**src/rtl/eocs_ram.sv**
```systemverilog
// Generic synchronous RAM: one write port, two read ports, registered reads.
// No dependencies.
`default_nettype none

module eocs_ram #(
  parameter int WIDTH = 32,
  parameter int DEPTH = 16
) (
  input  wire logic                                   clk,
  input  wire logic                                   we,
  input  wire logic [((DEPTH > 1) ? $clog2(DEPTH) : 1)-1:0] waddr,
  input  wire logic [WIDTH-1:0]                       wdata,
  input  wire logic [((DEPTH > 1) ? $clog2(DEPTH) : 1)-1:0] raddr_a,
  output logic      [WIDTH-1:0]                       rdata_a,
  input  wire logic [((DEPTH > 1) ? $clog2(DEPTH) : 1)-1:0] raddr_b,
  output logic      [WIDTH-1:0]                       rdata_b
);

  logic [WIDTH-1:0] mem [DEPTH];

  // Write port.
  always_ff @(posedge clk) begin
    if (we) begin
      mem[waddr] <= wdata;
    end
  end

  // Registered read ports.
  always_ff @(posedge clk) begin
    rdata_a <= mem[raddr_a];
    rdata_b <= mem[raddr_b];
  end

endmodule

`default_nettype wire

```
**config.mk**
```make
export PLATFORM = sky130hd
export DESIGN_NAME = eocs_ram
export DESIGN_NICKNAME = d
export VERILOG_FILES = /design/src/rtl/eocs_ram.sv
export SDC_FILE = /design/constraint.sdc
export NUM_CORES = 1
export LEC_CHECK = 0
export BUFFER_PORTS_ARGS = -buffer_cell sky130_fd_sc_hd__buf_2
export CORE_ASPECT_RATIO = 0.6
export CORE_MARGIN = 5
export CORE_UTILIZATION = 25
export DETAILED_ROUTE_END_ITERATION = 10
export HOLD_SLACK_MARGIN = 0.08
export PLACE_DENSITY_LB_ADDON = 0.25
export SYNTH_ARGS = -nofsm -noshare
export SYNTH_HDL_FRONTEND = slang
export SYNTH_SLANG_ARGS = --single-unit
```
**constraint.sdc**
```tcl
create_clock -name clk -period 4.6 [get_ports clk]
set_input_delay 0.23 -clock clk [delete_from_list [all_inputs] [get_ports clk]]
set_output_delay 0.23 -clock clk [all_outputs]
set_load 0.05 [all_outputs]
```
# ---- After elaboration in Yosys (flattened, before gate mapping)
# Memories as Yosys holds them, arrays and structs flattened. A register that Yosys moved wholly into a read port is not among the register bits.
# Index checks and enable logic that the tools add are counted.
dict set report word_totals {
  memories 1
  mem_bits_rw 512
  out_inout_bits 64
  input_bits 46
  latch_bits 0
  mem_bits_ro 0
  register_bits 0
}
dict set report op_classes {
  n_addsub 0
  mux 2
  eq_ne 0
  shift 0
  multipliers 0
  reduce_logical 0
  bitwise_logic 0
  order_cmp 0
  div_mod_pow 0
}
# memory words width read_ports rd_clocked_by_memory_dff wr line
set mem_list {}
lappend mem_list {mem 16 32 2 2 1 19} ;# logic [WIDTH-1:0] mem [DEPTH];
# op n
set ops {}
lappend ops {{1-bit 2-to-1 mux} 2}

# ---- Depth between registers and ports, before layout
dict set report depth {
  word_depth 2
  ltp_mapped 5
}

# ---- Worst setup path after synthesis
# OpenSTA, ideal clock, no wires.
dict set report synth_timing {
  path_type {input-to-reg}
  startpoint {input port waddr[2] (netlist name)}
  endpoint {memory mem[0][0], enable pin}
  path_slack_ns 1.190
  cell_stages 2
  setup_time_ns 0.461
  required_time_ns 4.139
  n_path_buf 0
  arrival_time_ns 2.948
  path_cell_list {or3b_2 -> nor3_1}
}
# item line
set synth_lines {}
lappend synth_lines {{start: declaration} 11} ;# input wire logic [((DEPTH > 1) ? $clog2(DEPTH) : 1)-1:0] waddr,
lappend synth_lines {{end: declaration} 19}
# Straight into the memory's write port.

==> results.cfg <==
[synthesis]
synth_area_leader_cell = edfxtp_1
synth_xor_area_frac = 0
ys_types = 17
synth_top_family_by_area = multiplexers
synth_area_leaders = edfxtp_1 64%, mux4_2 24%, dfxtp_1 5.3%
synth_seq_cells = 576
synth_compound_area_frac = 0.03973
syn_area_per_cell_sq_um = 21.20
synth_cells = 1141
synth_fa_ha_area_frac = 0
synth-seq-area-share = 0.6886
synth_mux_area_frac = 0.2384
synth_common_cells = 512 x edfxtp_1, 256 x mux4_2, 128 x a22oi_1
mappedNetlistArea_sq_um = 24190
synth_top_area_share = 0.6356
yosysWarnings = 0
synth_nets = 1187
synthMostInstantiatedCell = edfxtp_1
synth_edf_count = 512
synthSimpleGateAreaFrac = 0.01635
ys.flop_type = edfxtp_1
async_flop_share = 0

[placement]
placement.io_buffers = 109
hpwl_mm = 41.30
gp_congestion = 0.7169

[clocking]
cts_tree = yes
clk-insertion-delay-late_ns = 0.64
numCtsBuffers = 56
cts_max_path_buffers = 3
cts-resized-gates = 0
htreeDepth = 2
clk_pin_slew_ns = 0.07
clock-sinks = 576
root_buffer = clkbuf_16

[floorplan]
die_h_um = 250.9
fp.dieArea_sq_um = 103300
pin_count = 110
num_rows = 88
die_w_um = 411.6
start_util = 0.2519
core_region_area_sq_um = 96010

[run_status]
outcome = completed

[global_route]
grt-ovfl-total = 0
antenna_found_initial = 2
grt_pass1_vias = 13900
grt_usage = 0.1393
grt_max_degree = 87
grt_pass1_wl_mm = 103.6

[critical_path]
critPathLaunchType = primary input
path_max_fanout = 62
cpPeakStageDelay_ns = 0.63
worst-path-stages = 5
critical_path.cell_chain = clkbuf_8 -> buf_4 -> mux4_2 -> a22oi_1 -> nand2_1
cp_num_buf_inv = 2
rrSetupSlack_ns = 3.10
path_delay_family = buffers and inverters
cp-endpoint = rdata_b[18]
r2r-start = mem[10][18]
end_kind = register
worst_r2r_endpoint = rdata_b[18]
cp.arrival_ns = 2.53
r2r_cells = 3
critPathRequiredTime_ns = 5.08
worstSetupPathType = primary input to register
worst_path_max_delay_cell = clkbuf_8
crit_start = raddr_b[0]

[routing]
drc_errors = 0
viasPerCell = 4.869
avgRoutedWirePerCell_um = 27.55
drt_iter0_markers = 1177
drtPass1Iterations = 5
via_count = 12900
wl_mm = 72.98
ant_nets = 0

[timing]
rsz0062_at_grt = no
tightest_slew_ns = 1.138
fin_setup_tns_ns = 0
max_freq_ghz = 0.4882
maxSlewHeadroom = 0.2375
skew_ns = 0.03273
setup_viol = 0
hold_violations = 0
min_period_over_period = 0.4453
slew_viol_final = 0
period_needed_ns = 2.048

[pwr]
vdd_drop_max_mv = 0.2455
p_leak_nw = 9.151
fin_total_pwr_mw = 11.94
cellPowerDensity_nw_per_um2 = 415.5

[worst_hold_path]
hp-class = primary input to register

[layout]
fill_cells = 9398
nets = 1341
syn_to_final_growth_pct = 18.84
layout-drive-gt1-share = 0.3909

[run]
drv_cap = 0
==> worst min path at each step <==
stage / start / to / slack (ns) / cells past startpoint
final: waddr[0] / mem[4][24] / 0.17 / 2
after global routing: waddr[1] / mem[4][31] / 0.15 / 2
after CTS: waddr[0] / mem[4][31] / 0.13 / 2
after detailed placement: wdata[9] / mem[8][9] / 0.62 / 1
after global placement: wdata[26] / mem[12][26] / 0.62 / 1
after floorplan: wdata[0] / mem[0][0] / 0.33 / 0
==> state kept, by name, summed over array words and instances, names as in the netlist <==
| register | flops |
|---|---|
| rdata_a | 32 |
| mem | 512 |
| rdata_b | 32 |
==> stage by stage <==
step                std cells  utilization  hold slack [ns]  worst slack, ns  instance area (sq um)
CTS                      2648       0.2994           0.1340            2.576                  28740
detailed placement       2510       0.2758           0.6157            1.885                  26480
floorplan                1141            -           0.3289            1.190                  24190
global route             2649       0.2994           0.1515            2.398                  28750
finish                   2649       0.2994           0.1743            2.552                  28750
global placement         2510       0.2758           0.6228            1.890                  26480
==> per-layer routing <==
layer	vias to the layer above	track usage	wire, um
li1	5284	-	-
met2	489	0.2205	34060
met3	103	0.03001	5046
met1	7019	0.1963	32260
met4	2	0.03392	1599
met5	-	0	13
==> cells in the final DEF (no fill, tap or decap), types with 14 or more instances in the layout <==
cell type / netlist / layout
a22oi_1: 128 / 128
buf_2: 16 / 105
buf_4: 18 / 39
clkbuf_16: 0 / 58
dfxtp_1: 64 / 64
dlygate4sd3_1: 0 / 32
edfxtp_1: 512 / 512
mux4_2: 256 / 256
nand2_1: 65 / 65
nor2_4: 0 / 14
==> final cells by class <==
| cell class | instances | area [sq um] | share of cell area |
|---|---|---|---|
| Tap cell | 1305 | 1633 | 0.05680 |
| Timing Repair Buffer | 182 | 1229 | 0.04274 |
| Antenna cell | 1 | 2.502 | 0.00008705 |
| Sequential cell | 576 | 16660 | 0.5794 |
| Clock inverter | 38 | 387.9 | 0.01349 |
| Multi-Input combinational cell | 479 | 7279 | 0.2532 |
| Clock buffer | 68 | 1559 | 0.05423 |
==> cells by family (layout without fill, tap and decap cells) <==
| logic type | Yosys count | in the layout |
|---|---|---|
| compound gates | 128 | 128 |
| flops | 576 | 576 |
| other cells | 0 | 1 |
| mux | 256 | 256 |
| simple gates | 95 | 95 |
| buf+inv | 86 | 288 |
==> what timing repair did <==
item	CTS	global route
setup buffers	0	0
endpoints found under the hold margin	512	0
hold buffers	32	0
==> power by group <==
part | total [mW] | switching, mW | internal, mW | leakage, nW
Combinational | 1.13 | 0.736 | 0.398 | 3.03
Sequential | 5.92 | 0.0713 | 5.85 | 5.16
Clock | 4.89 | 2.08 | 2.81 | 0.952
Total | 11.9 | 2.88 | 9.06 | 9.15
(Power assumes the default switching activity.)
