**config.mk**
```make
export PLATFORM = sky130hd
export DESIGN_NAME = eocs_exec
export DESIGN_NICKNAME = d
export VERILOG_FILES = /design/src/rtl/eocs_pkg.sv /design/src/rtl/eocs_exec.sv
export SDC_FILE = /design/constraint.sdc
export NUM_CORES = 1
export LEC_CHECK = 0
export BUFFER_PORTS_ARGS = -buffer_cell sky130_fd_sc_hd__buf_2
export CORE_ASPECT_RATIO = 0.6
export CORE_MARGIN = 2
export CORE_UTILIZATION = 50
export DETAILED_ROUTE_END_ITERATION = 6
export GPL_TIMING_DRIVEN = 0
export PLACE_DENSITY = 0.76
export SLEW_MARGIN = 30
export SYNTH_ARGS = -nofsm -noshare
export SYNTH_HDL_FRONTEND = slang
export SYNTH_SLANG_ARGS = --single-unit
```
**constraint.sdc**
```tcl
create_clock -name vclk -period 5.05
set_clock_uncertainty 0.1 [all_clocks]
set_input_delay 0 -clock vclk [all_inputs]
set_output_delay 0 -clock vclk [all_outputs]
set_load 0.02 [all_outputs]
```
**src/rtl/eocs_pkg.sv**
```systemverilog
// Package for the eight-op CPU step block: sizes, mode and opcode codes,
// status and controller state types, and the execute result bundle.
// No dependencies; every other file of the block but eocs_ram uses it.
`default_nettype none

package eocs_pkg;

  // Storage sizes.
  localparam int MEM_WORDS = 65536;
  localparam int REG_COUNT = 8;
  localparam int ADDR_W    = $clog2(MEM_WORDS);
  localparam int LOAD_W    = $clog2(MEM_WORDS + 1);
  localparam int REG_W     = $clog2(REG_COUNT);
  localparam int PC_W      = 16;
  localparam int WORD_W    = 32;

  // Instruction layout.
  localparam int OPC_SHIFT = 22;
  localparam int OPC_W     = 10;

  // Width of the address and target arithmetic, wide enough to never wrap.
  localparam int CALC_W    = 34;

  // Item modes.
  localparam logic [1:0] MODE_LOAD  = 2'd0;
  localparam logic [1:0] MODE_STEP  = 2'd1;
  localparam logic [1:0] MODE_CLEAR = 2'd2;

  // Opcodes.
  localparam logic [OPC_W-1:0] OP_ADD  = 10'd0;
  localparam logic [OPC_W-1:0] OP_NOR  = 10'd1;
  localparam logic [OPC_W-1:0] OP_LW   = 10'd2;
  localparam logic [OPC_W-1:0] OP_SW   = 10'd3;
  localparam logic [OPC_W-1:0] OP_BEQ  = 10'd4;
  localparam logic [OPC_W-1:0] OP_JALR = 10'd5;
  localparam logic [OPC_W-1:0] OP_HALT = 10'd6;
  localparam logic [OPC_W-1:0] OP_NOOP = 10'd7;

  // Result and run status codes.
  typedef enum logic [2:0] {
    ST_OK          = 3'd0,
    ST_HALTED      = 3'd1,
    ST_LW_RANGE    = 3'd2,
    ST_SW_RANGE    = 3'd3,
    ST_BEQ_TARGET  = 3'd4,
    ST_JALR_TARGET = 3'd5,
    ST_BAD_OPCODE  = 3'd6,
    ST_MEM_FULL    = 3'd7
  } status_t;

  // Controller states.
  typedef enum logic [1:0] {
    S_IDLE,
    S_DECODE,
    S_EXEC,
    S_LOAD
  } state_t;

  // What the execute unit decides for one instruction.
  typedef struct packed {
    status_t             err;
    logic                wr_valid;
    logic [REG_W-1:0]    wr_index;
    logic [WORD_W-1:0]   wr_value;
    logic [PC_W-1:0]     next_pc;
    logic [ADDR_W-1:0]   mem_idx;
    logic                is_lw;
    logic                is_sw;
    logic                is_halt;
  } exec_res_t;

endpackage

`default_nettype wire

```
**src/rtl/eocs_exec.sv**
```systemverilog
// Execute unit: decodes one instruction word and works out its register
// write, next pc, memory index and range errors. Depends on eocs_pkg.
`default_nettype none

module eocs_exec (
  input  wire logic [eocs_pkg::WORD_W-1:0] instr,
  input  wire logic [eocs_pkg::WORD_W-1:0] va,
  input  wire logic [eocs_pkg::WORD_W-1:0] vb,
  input  wire logic [eocs_pkg::PC_W-1:0]   pc,
  input  wire logic [eocs_pkg::LOAD_W-1:0] loaded,
  output eocs_pkg::exec_res_t              res
);

  localparam int CW  = eocs_pkg::CALC_W;
  localparam int PXW = eocs_pkg::PC_W + 1;

  logic [eocs_pkg::OPC_W-1:0] op;
  logic [eocs_pkg::REG_W-1:0] ra;
  logic [eocs_pkg::REG_W-1:0] rb;
  logic [eocs_pkg::REG_W-1:0] rd;
  logic [PXW-1:0]             pc1;
  logic [CW-1:0]              off_x;
  logic [CW-1:0]              va_x;
  logic [CW-1:0]              pc1_x;
  logic [CW-1:0]              ls_addr;
  logic [CW-1:0]              br_tgt;
  logic [CW-1:0]              jr_tgt;
  logic                       ls_ok;
  logic                       br_ok;
  logic                       jr_ok;

  // An address is good when it is not negative and lies below the loaded count.
  function automatic logic in_range(input logic [CW-1:0] a,
                                    input logic [eocs_pkg::LOAD_W-1:0] n);
    return !a[CW-1] && (a < CW'(n));
  endfunction

  // Field extraction.
  assign op = instr[eocs_pkg::OPC_SHIFT +: eocs_pkg::OPC_W];
  assign ra = instr[21:19];
  assign rb = instr[18:16];
  assign rd = instr[eocs_pkg::REG_W-1:0];

  // Address and target arithmetic, widened so nothing wraps: offsets and va sign extended, pc + 1 zero extended.
  assign pc1     = {1'b0, pc} + PXW'(1);
  assign pc1_x   = CW'(pc1);
  assign off_x   = CW'($signed(instr[15:0]));
  assign va_x    = CW'($signed(va));
  assign ls_addr = va_x + off_x;
  assign br_tgt  = pc1_x + off_x;
  assign jr_tgt  = (ra == rb) ? pc1_x : va_x;
  assign ls_ok   = in_range(ls_addr, loaded);
  assign br_ok   = in_range(br_tgt, loaded);
  assign jr_ok   = in_range(jr_tgt, loaded);

  // Per-opcode decision.
  always_comb begin
    res          = '0;
    res.err      = eocs_pkg::ST_OK;
    res.next_pc  = pc1[eocs_pkg::PC_W-1:0];
    res.mem_idx  = ls_addr[eocs_pkg::ADDR_W-1:0];
    case (op)
      eocs_pkg::OP_ADD: begin
        res.wr_valid = 1'b1;
        res.wr_index = rd;
        res.wr_value = va + vb;
      end
      eocs_pkg::OP_NOR: begin
        res.wr_valid = 1'b1;
        res.wr_index = rd;
        res.wr_value = ~(va | vb);
      end
      eocs_pkg::OP_LW: begin
        if (!ls_ok) begin
          res.err = eocs_pkg::ST_LW_RANGE;
        end else begin
          res.is_lw    = 1'b1;
          res.wr_valid = 1'b1;
          res.wr_index = rb;
        end
      end
      eocs_pkg::OP_SW: begin
        if (!ls_ok) begin
          res.err = eocs_pkg::ST_SW_RANGE;
        end else begin
          res.is_sw = 1'b1;
        end
      end
      eocs_pkg::OP_BEQ: begin
        if (!br_ok) begin
          res.err = eocs_pkg::ST_BEQ_TARGET;
        end else if (va == vb) begin
          res.next_pc = br_tgt[eocs_pkg::PC_W-1:0];
        end
      end
      eocs_pkg::OP_JALR: begin
        if (!jr_ok) begin
          res.err = eocs_pkg::ST_JALR_TARGET;
        end else begin
          res.wr_valid = 1'b1;
          res.wr_index = rb;
          res.wr_value = eocs_pkg::WORD_W'(pc1);
          res.next_pc  = jr_tgt[eocs_pkg::PC_W-1:0];
        end
      end
      eocs_pkg::OP_HALT: begin
        res.is_halt = 1'b1;
      end
      eocs_pkg::OP_NOOP: begin
        res.is_halt = 1'b0;
      end
      default: begin
        res.err = eocs_pkg::ST_BAD_OPCODE;
      end
    endcase
  end

endmodule

`default_nettype wire

```
## Word level (Yosys, flattened, before mapping)

Cells that the tools add are included.

| operators by class | value |
|---|---|
| magnitude comparators | 3 |
| muxes and demuxes | 17 |
| reduce and logical (&&, ||, !) cells | 9 |
| bitwise operators | 2 |
| $add $sub $neg | 4 |
| equality and inequality tests | 9 |

Operator list:

| cell | count |
|---|---|
| 34-bit by 17-bit less-than comparator with 1-bit output | 3 |
| 32-bit one-hot mux with 3 select lines | 1 |
| 52-bit 2-to-1 mux | 1 |
| 10-bit by 3-bit == test with 1-bit output, second input constant | 4 |
| 34-bit 2-to-1 mux | 1 |
| 32-bit by 16-bit adder with 33-bit output | 1 |
| 32-bit adder | 1 |
| 32-bit == test | 1 |
| 16-bit 2-to-1 mux | 2 |
| 32-bit NOT | 1 |
| 32-bit OR | 1 |
| 16-bit one-hot mux with 2 select lines | 1 |
| 10-bit by 2-bit == test with 1-bit output, second input constant | 2 |
| 18-bit by 16-bit adder with 19-bit output | 1 |
| 16-bit by 1-bit adder with 17-bit output, second input constant | 1 |
| 3-bit one-hot mux with 5 select lines | 1 |
| 4-bit one-hot mux with 3 select lines | 1 |
| 10-bit by 1-bit == test with 1-bit output, second input constant | 1 |
| 10-bit logical NOT | 1 |
| 3-bit 2-to-1 mux | 2 |
| 1-bit 2-to-1 mux | 4 |
| 2-bit 2-to-1 mux | 2 |
| 4-bit 2-to-1 mux | 1 |
| 4-bit OR reduction | 1 |
| 4 further kinds | 8 |

| storage, ports and cells | value |
|---|---|
| output and inout bits | 74 |
| register bits after elaboration | 0 |
| word-level logic and storage cells | 44 |

## Logic depth before layout (Yosys ltp)

| logic depth | value |
|---|---|
| word-level depth | 6 |
| mapped depth | 23 |
| gate-level depth less buffers | 22 |

## Worst setup path after synthesis

No wires, ideal clock.

| timing | value |
|---|---|
| path kind | input to output |
| from | input port pc[5] (netlist bit) |
| to | output port res[29] (netlist bit) |
| arrival | 4602 ps |
| path slack | 348 ps |
| path buffers | 1 |
| required time | 4950 ps |
| stages | 22 |
| path through | and3_1 > and3_1 > and3_1 > and2_1 > nand2_1 > xor2_1 > inv_1 > ha_1 > a21o_1 > a221o_1 > nor3_1 > a211oi_1 > nor2_1 > xnor2_1 > ha_1 > a21o_1 > a221oi_1 > o21ai_0 > nor3_1 > clkbuf_1 > a211oi_1 > a211oi_1 |

RTL lines:

| item | line | source |
|---|---|---|
| from (decl) | eocs_exec.sv:9 | `input wire logic [eocs_pkg::PC_W-1:0] pc,` |
| to (decl) | eocs_exec.sv:11 | `output eocs_pkg::exec_res_t res` |

==> results <==
- The flow ran to the end, and the final reports show no timing, DRC or antenna violations.
- The final RePlAce weighted congestion is 0.999.
- The number of standard cells in the layout, taps in and fillers out is 1548.
- The die covers 16400 um^2.
- For this run, the top clock speed supported by timing is 199 MHz.
- The initialized floorplan defines 35 standard-cell rows.
- The number of antenna violations at the first check in global routing came to 1.
- The most common library cell in the layout ignoring fill and taps is sky130_fd_sc_hd__buf_2.
- The sort of element at the end of the critical path is an output port.
- Using the TritonRoute via totals, the vias-per-cell ratio works out to 6.22.
- The post-route core utilization is 61.7%.
- The floorplan core area is 15200 um^2.
- The fraction of the cycle the final worst path needs is 99.6%.
- The HPWL after detailed placement is 25.3 mm.
- The worst pin sits at a relative slew slack of 41.8%.
- The total vias in the final route is 9628.
- The aggregate routed wire length is 30.2 mm.
- The count of final hold-check violations was 0.
- The actual slew at the worst max-slew pin is 851 ps.
- The nature of the critical path startpoint is an input port.
- The die is 164 um wide.
- The number of distinct library cells after synthesis is 72.
- The height of the die is 100 um.
- The cell total after placement is 1534.
- The first-pass GRT wire length is 44.8 mm.
- After layout, the design draws a total of 1.21 mW.
- The residual overflow from global routing is 0.
- The top cell types in the final layout, fill and taps aside, are sky130_fd_sc_hd__buf_2, sky130_fd_sc_hd__ha_1, sky130_fd_sc_hd__inv_1.
- The worst hold path class is in -> out.
- In this run the power density over the cells is 129 nW/um^2.
- The area growth from synthesis to layout is 22.0%.
- The final layout contains a sequential cell count of 0.
- Across the run, the number of max-cap violations was 0.
- In the final layout, the share of cells above drive strength 1 is 21.4%.
- The post-synthesis cell count is 1128.
- The number of clock-tree buffers in the layout is 0.
- The net total in the final layout is 1645.
- Entering global routing, the biggest net connects 24 pins.
- Along the worst hold path, the cell count comes to 3.
- The initial cell density of the core is 50.6%.
- The worst vdd rail ir drop is 0.0686 mV.
- Input and output buffers added on the ports amount to 203.
- The critical path required time is 4950 ps.
- The type of the worst setup path is in -> out.
- The detail route stage leaves a number of antenna-violating nets equal to 0.
- The total of endpoints with negative setup slack in the final report is 0.
- The number of global-route vias before repair is 8182.
- The count of boundary I/O pins is 203.
- The number of DRC violations after detailed-routing iteration 0 is 1199.
- The data arrival time of the critical path is 4930 ps.
- The average wire per cell in the routed design is 19.5 um.
- The leakage power is 4.88 nW.
- The net count after synthesis is 1427.
- The cell area that synthesis handed to floorplanning was 7690 um^2.
- The final-report max-slew violation count is 0.
- Buffers inserted to repair hold after CTS numbered 0.
- In the final layout, flip-flops and latches occupy 0 um^2.
- In this run the worst path has a maximum fanout of 10.
- The worst hold path begins at instr[18].
- The tightest hold path in the finished design has a slack of 263 ps.
- A synthesized cell averages 6.82 um^2.
- The total of warnings raised by yosys is 0.
- The overall routing resource usage is 34.7%.
- The count of TritonRoute iterations in the first routing pass is 6.
- The path with the worst hold slack has its endpoint at res[69].
- Sequential cells were found to cover 0% of the synthesized design area.
- Subtracting the final worst setup slack from the clock period gives 5030 ps.
- The number of remaining DRC errors is 0.
[cell type report]
| type | instances | area (um^2) |
|---|---|---|
| timing repair buffer | 217 | 1120 |
| fill | 1432 | 5820 |
| buffer | 38 | 168 |
| tap | 203 | 254 |
| inverter | 122 | 458 |
| multi-input combinational | 967 | 7380 |
| antenna | 1 | 2.50 |
[report_power, final]
part / switching, mW / internal, mW
sequential: 0 / 0
clock: 0 / 0.0000000265
combinational: 0.723 / 0.483
[worst max-delay path: stages]
cell and delay, ps:
sky130_fd_sc_hd__buf_2 140, sky130_fd_sc_hd__and3_4 200, sky130_fd_sc_hd__and3_4 200, sky130_fd_sc_hd__and3_4 200, sky130_fd_sc_hd__and2_4 170, sky130_fd_sc_hd__and4_1 220, sky130_fd_sc_hd__xnor2_2 320, sky130_fd_sc_hd__inv_1 210
sky130_fd_sc_hd__ha_4 330, sky130_fd_sc_hd__nand2_1 50, sky130_fd_sc_hd__a21oi_1 110, sky130_fd_sc_hd__nand2b_1 170, sky130_fd_sc_hd__nand2_1 110, sky130_fd_sc_hd__xnor2_2 230, sky130_fd_sc_hd__ha_1 290, sky130_fd_sc_hd__a21o_1 180
sky130_fd_sc_hd__a21o_1 170, sky130_fd_sc_hd__a221oi_1 290, sky130_fd_sc_hd__o21ai_1 200, sky130_fd_sc_hd__nor3_2 270, sky130_fd_sc_hd__buf_4 190, sky130_fd_sc_hd__clkbuf_8 160, sky130_fd_sc_hd__nand3_1 140, sky130_fd_sc_hd__o311ai_1 150
sky130_fd_sc_hd__buf_2 230
[metal layers]
metal / wire, um / up-vias / track usage [%]
met2: 11400 / 589 / 46.5
met4: 291 / 0 / 3.31
met1: 14200 / 4434 / 55.3
li1: - / 4576 / -
met3: 4320 / 29 / 9.17
met5: 0 / - / 0
[per-stage QoR]
| stage | TNS (ps) | cell area, um^2 | setup WS [ps] |
|---|---|---|---|
| CTS | 0 | 9200 | 38.6 |
| detailed placement | -17300 | 8970 | -1000 |
| floorplan | 0 | 7690 | 348 |
| finish | 0 | 9380 | 20.5 |
| global placement | -21180 | 8960 | -1010 |
| global route | -88.6 | 9380 | -38.5 |
[worst max path at each step]
stage	cells past startpoint	end	start	slack [ps]
finish	25	res[23]	pc[5]	20
global route	25	res[23]	pc[5]	-40
CTS	24	res[34]	pc[5]	40
detailed placement	24	res[29]	pc[0]	-1000
global placement	24	res[29]	pc[0]	-1010
floorplan	22	res[29]	pc[5]	350
[cell families after synthesis]
logic type      after synthesis  synth area share (%)
compound gates              372                  32.4
xor+xnor                     75                  8.54
fa+ha+maj                   170                  28.0
buf+inv                     161                  7.94
mux                          10                  1.32
simple gates                340                  21.9
[synth_stat cells (15+ instances only)]
library cell	count	share of area [%]
sky130_fd_sc_hd__a21o_1	46	4.5
sky130_fd_sc_hd__inv_1	121	5.9
sky130_fd_sc_hd__o21ai_0	60	3.9
sky130_fd_sc_hd__nand2_1	90	4.4
sky130_fd_sc_hd__o21a_1	16	1.6
sky130_fd_sc_hd__o22ai_1	17	1.4
sky130_fd_sc_hd__and3_1	15	1.2
sky130_fd_sc_hd__nand4_1	17	1.4
sky130_fd_sc_hd__xor2_1	29	3.3
sky130_fd_sc_hd__nor4_1	19	1.5
sky130_fd_sc_hd__a211oi_1	17	1.7
sky130_fd_sc_hd__nand3_1	35	2.3
sky130_fd_sc_hd__clkbuf_1	31	1.5
sky130_fd_sc_hd__a21oi_1	103	6.7
sky130_fd_sc_hd__nor2_1	83	4.1
sky130_fd_sc_hd__a31oi_1	15	1.2
sky130_fd_sc_hd__xnor2_1	46	5.2
sky130_fd_sc_hd__ha_1	167	27
sky130_fd_sc_hd__nor3_1	19	1.2
[repair_timing]
| item | 4_1_cts | 5_1_grt |
|---|---|---|
| endpoints found under the setup margin | 26 | 30 |
| pin swaps | 9 | 14 |
| gates resized for setup | 37 | 23 |
| setup buffers | 7 | 7 |
(Power assumes the default switching activity.)
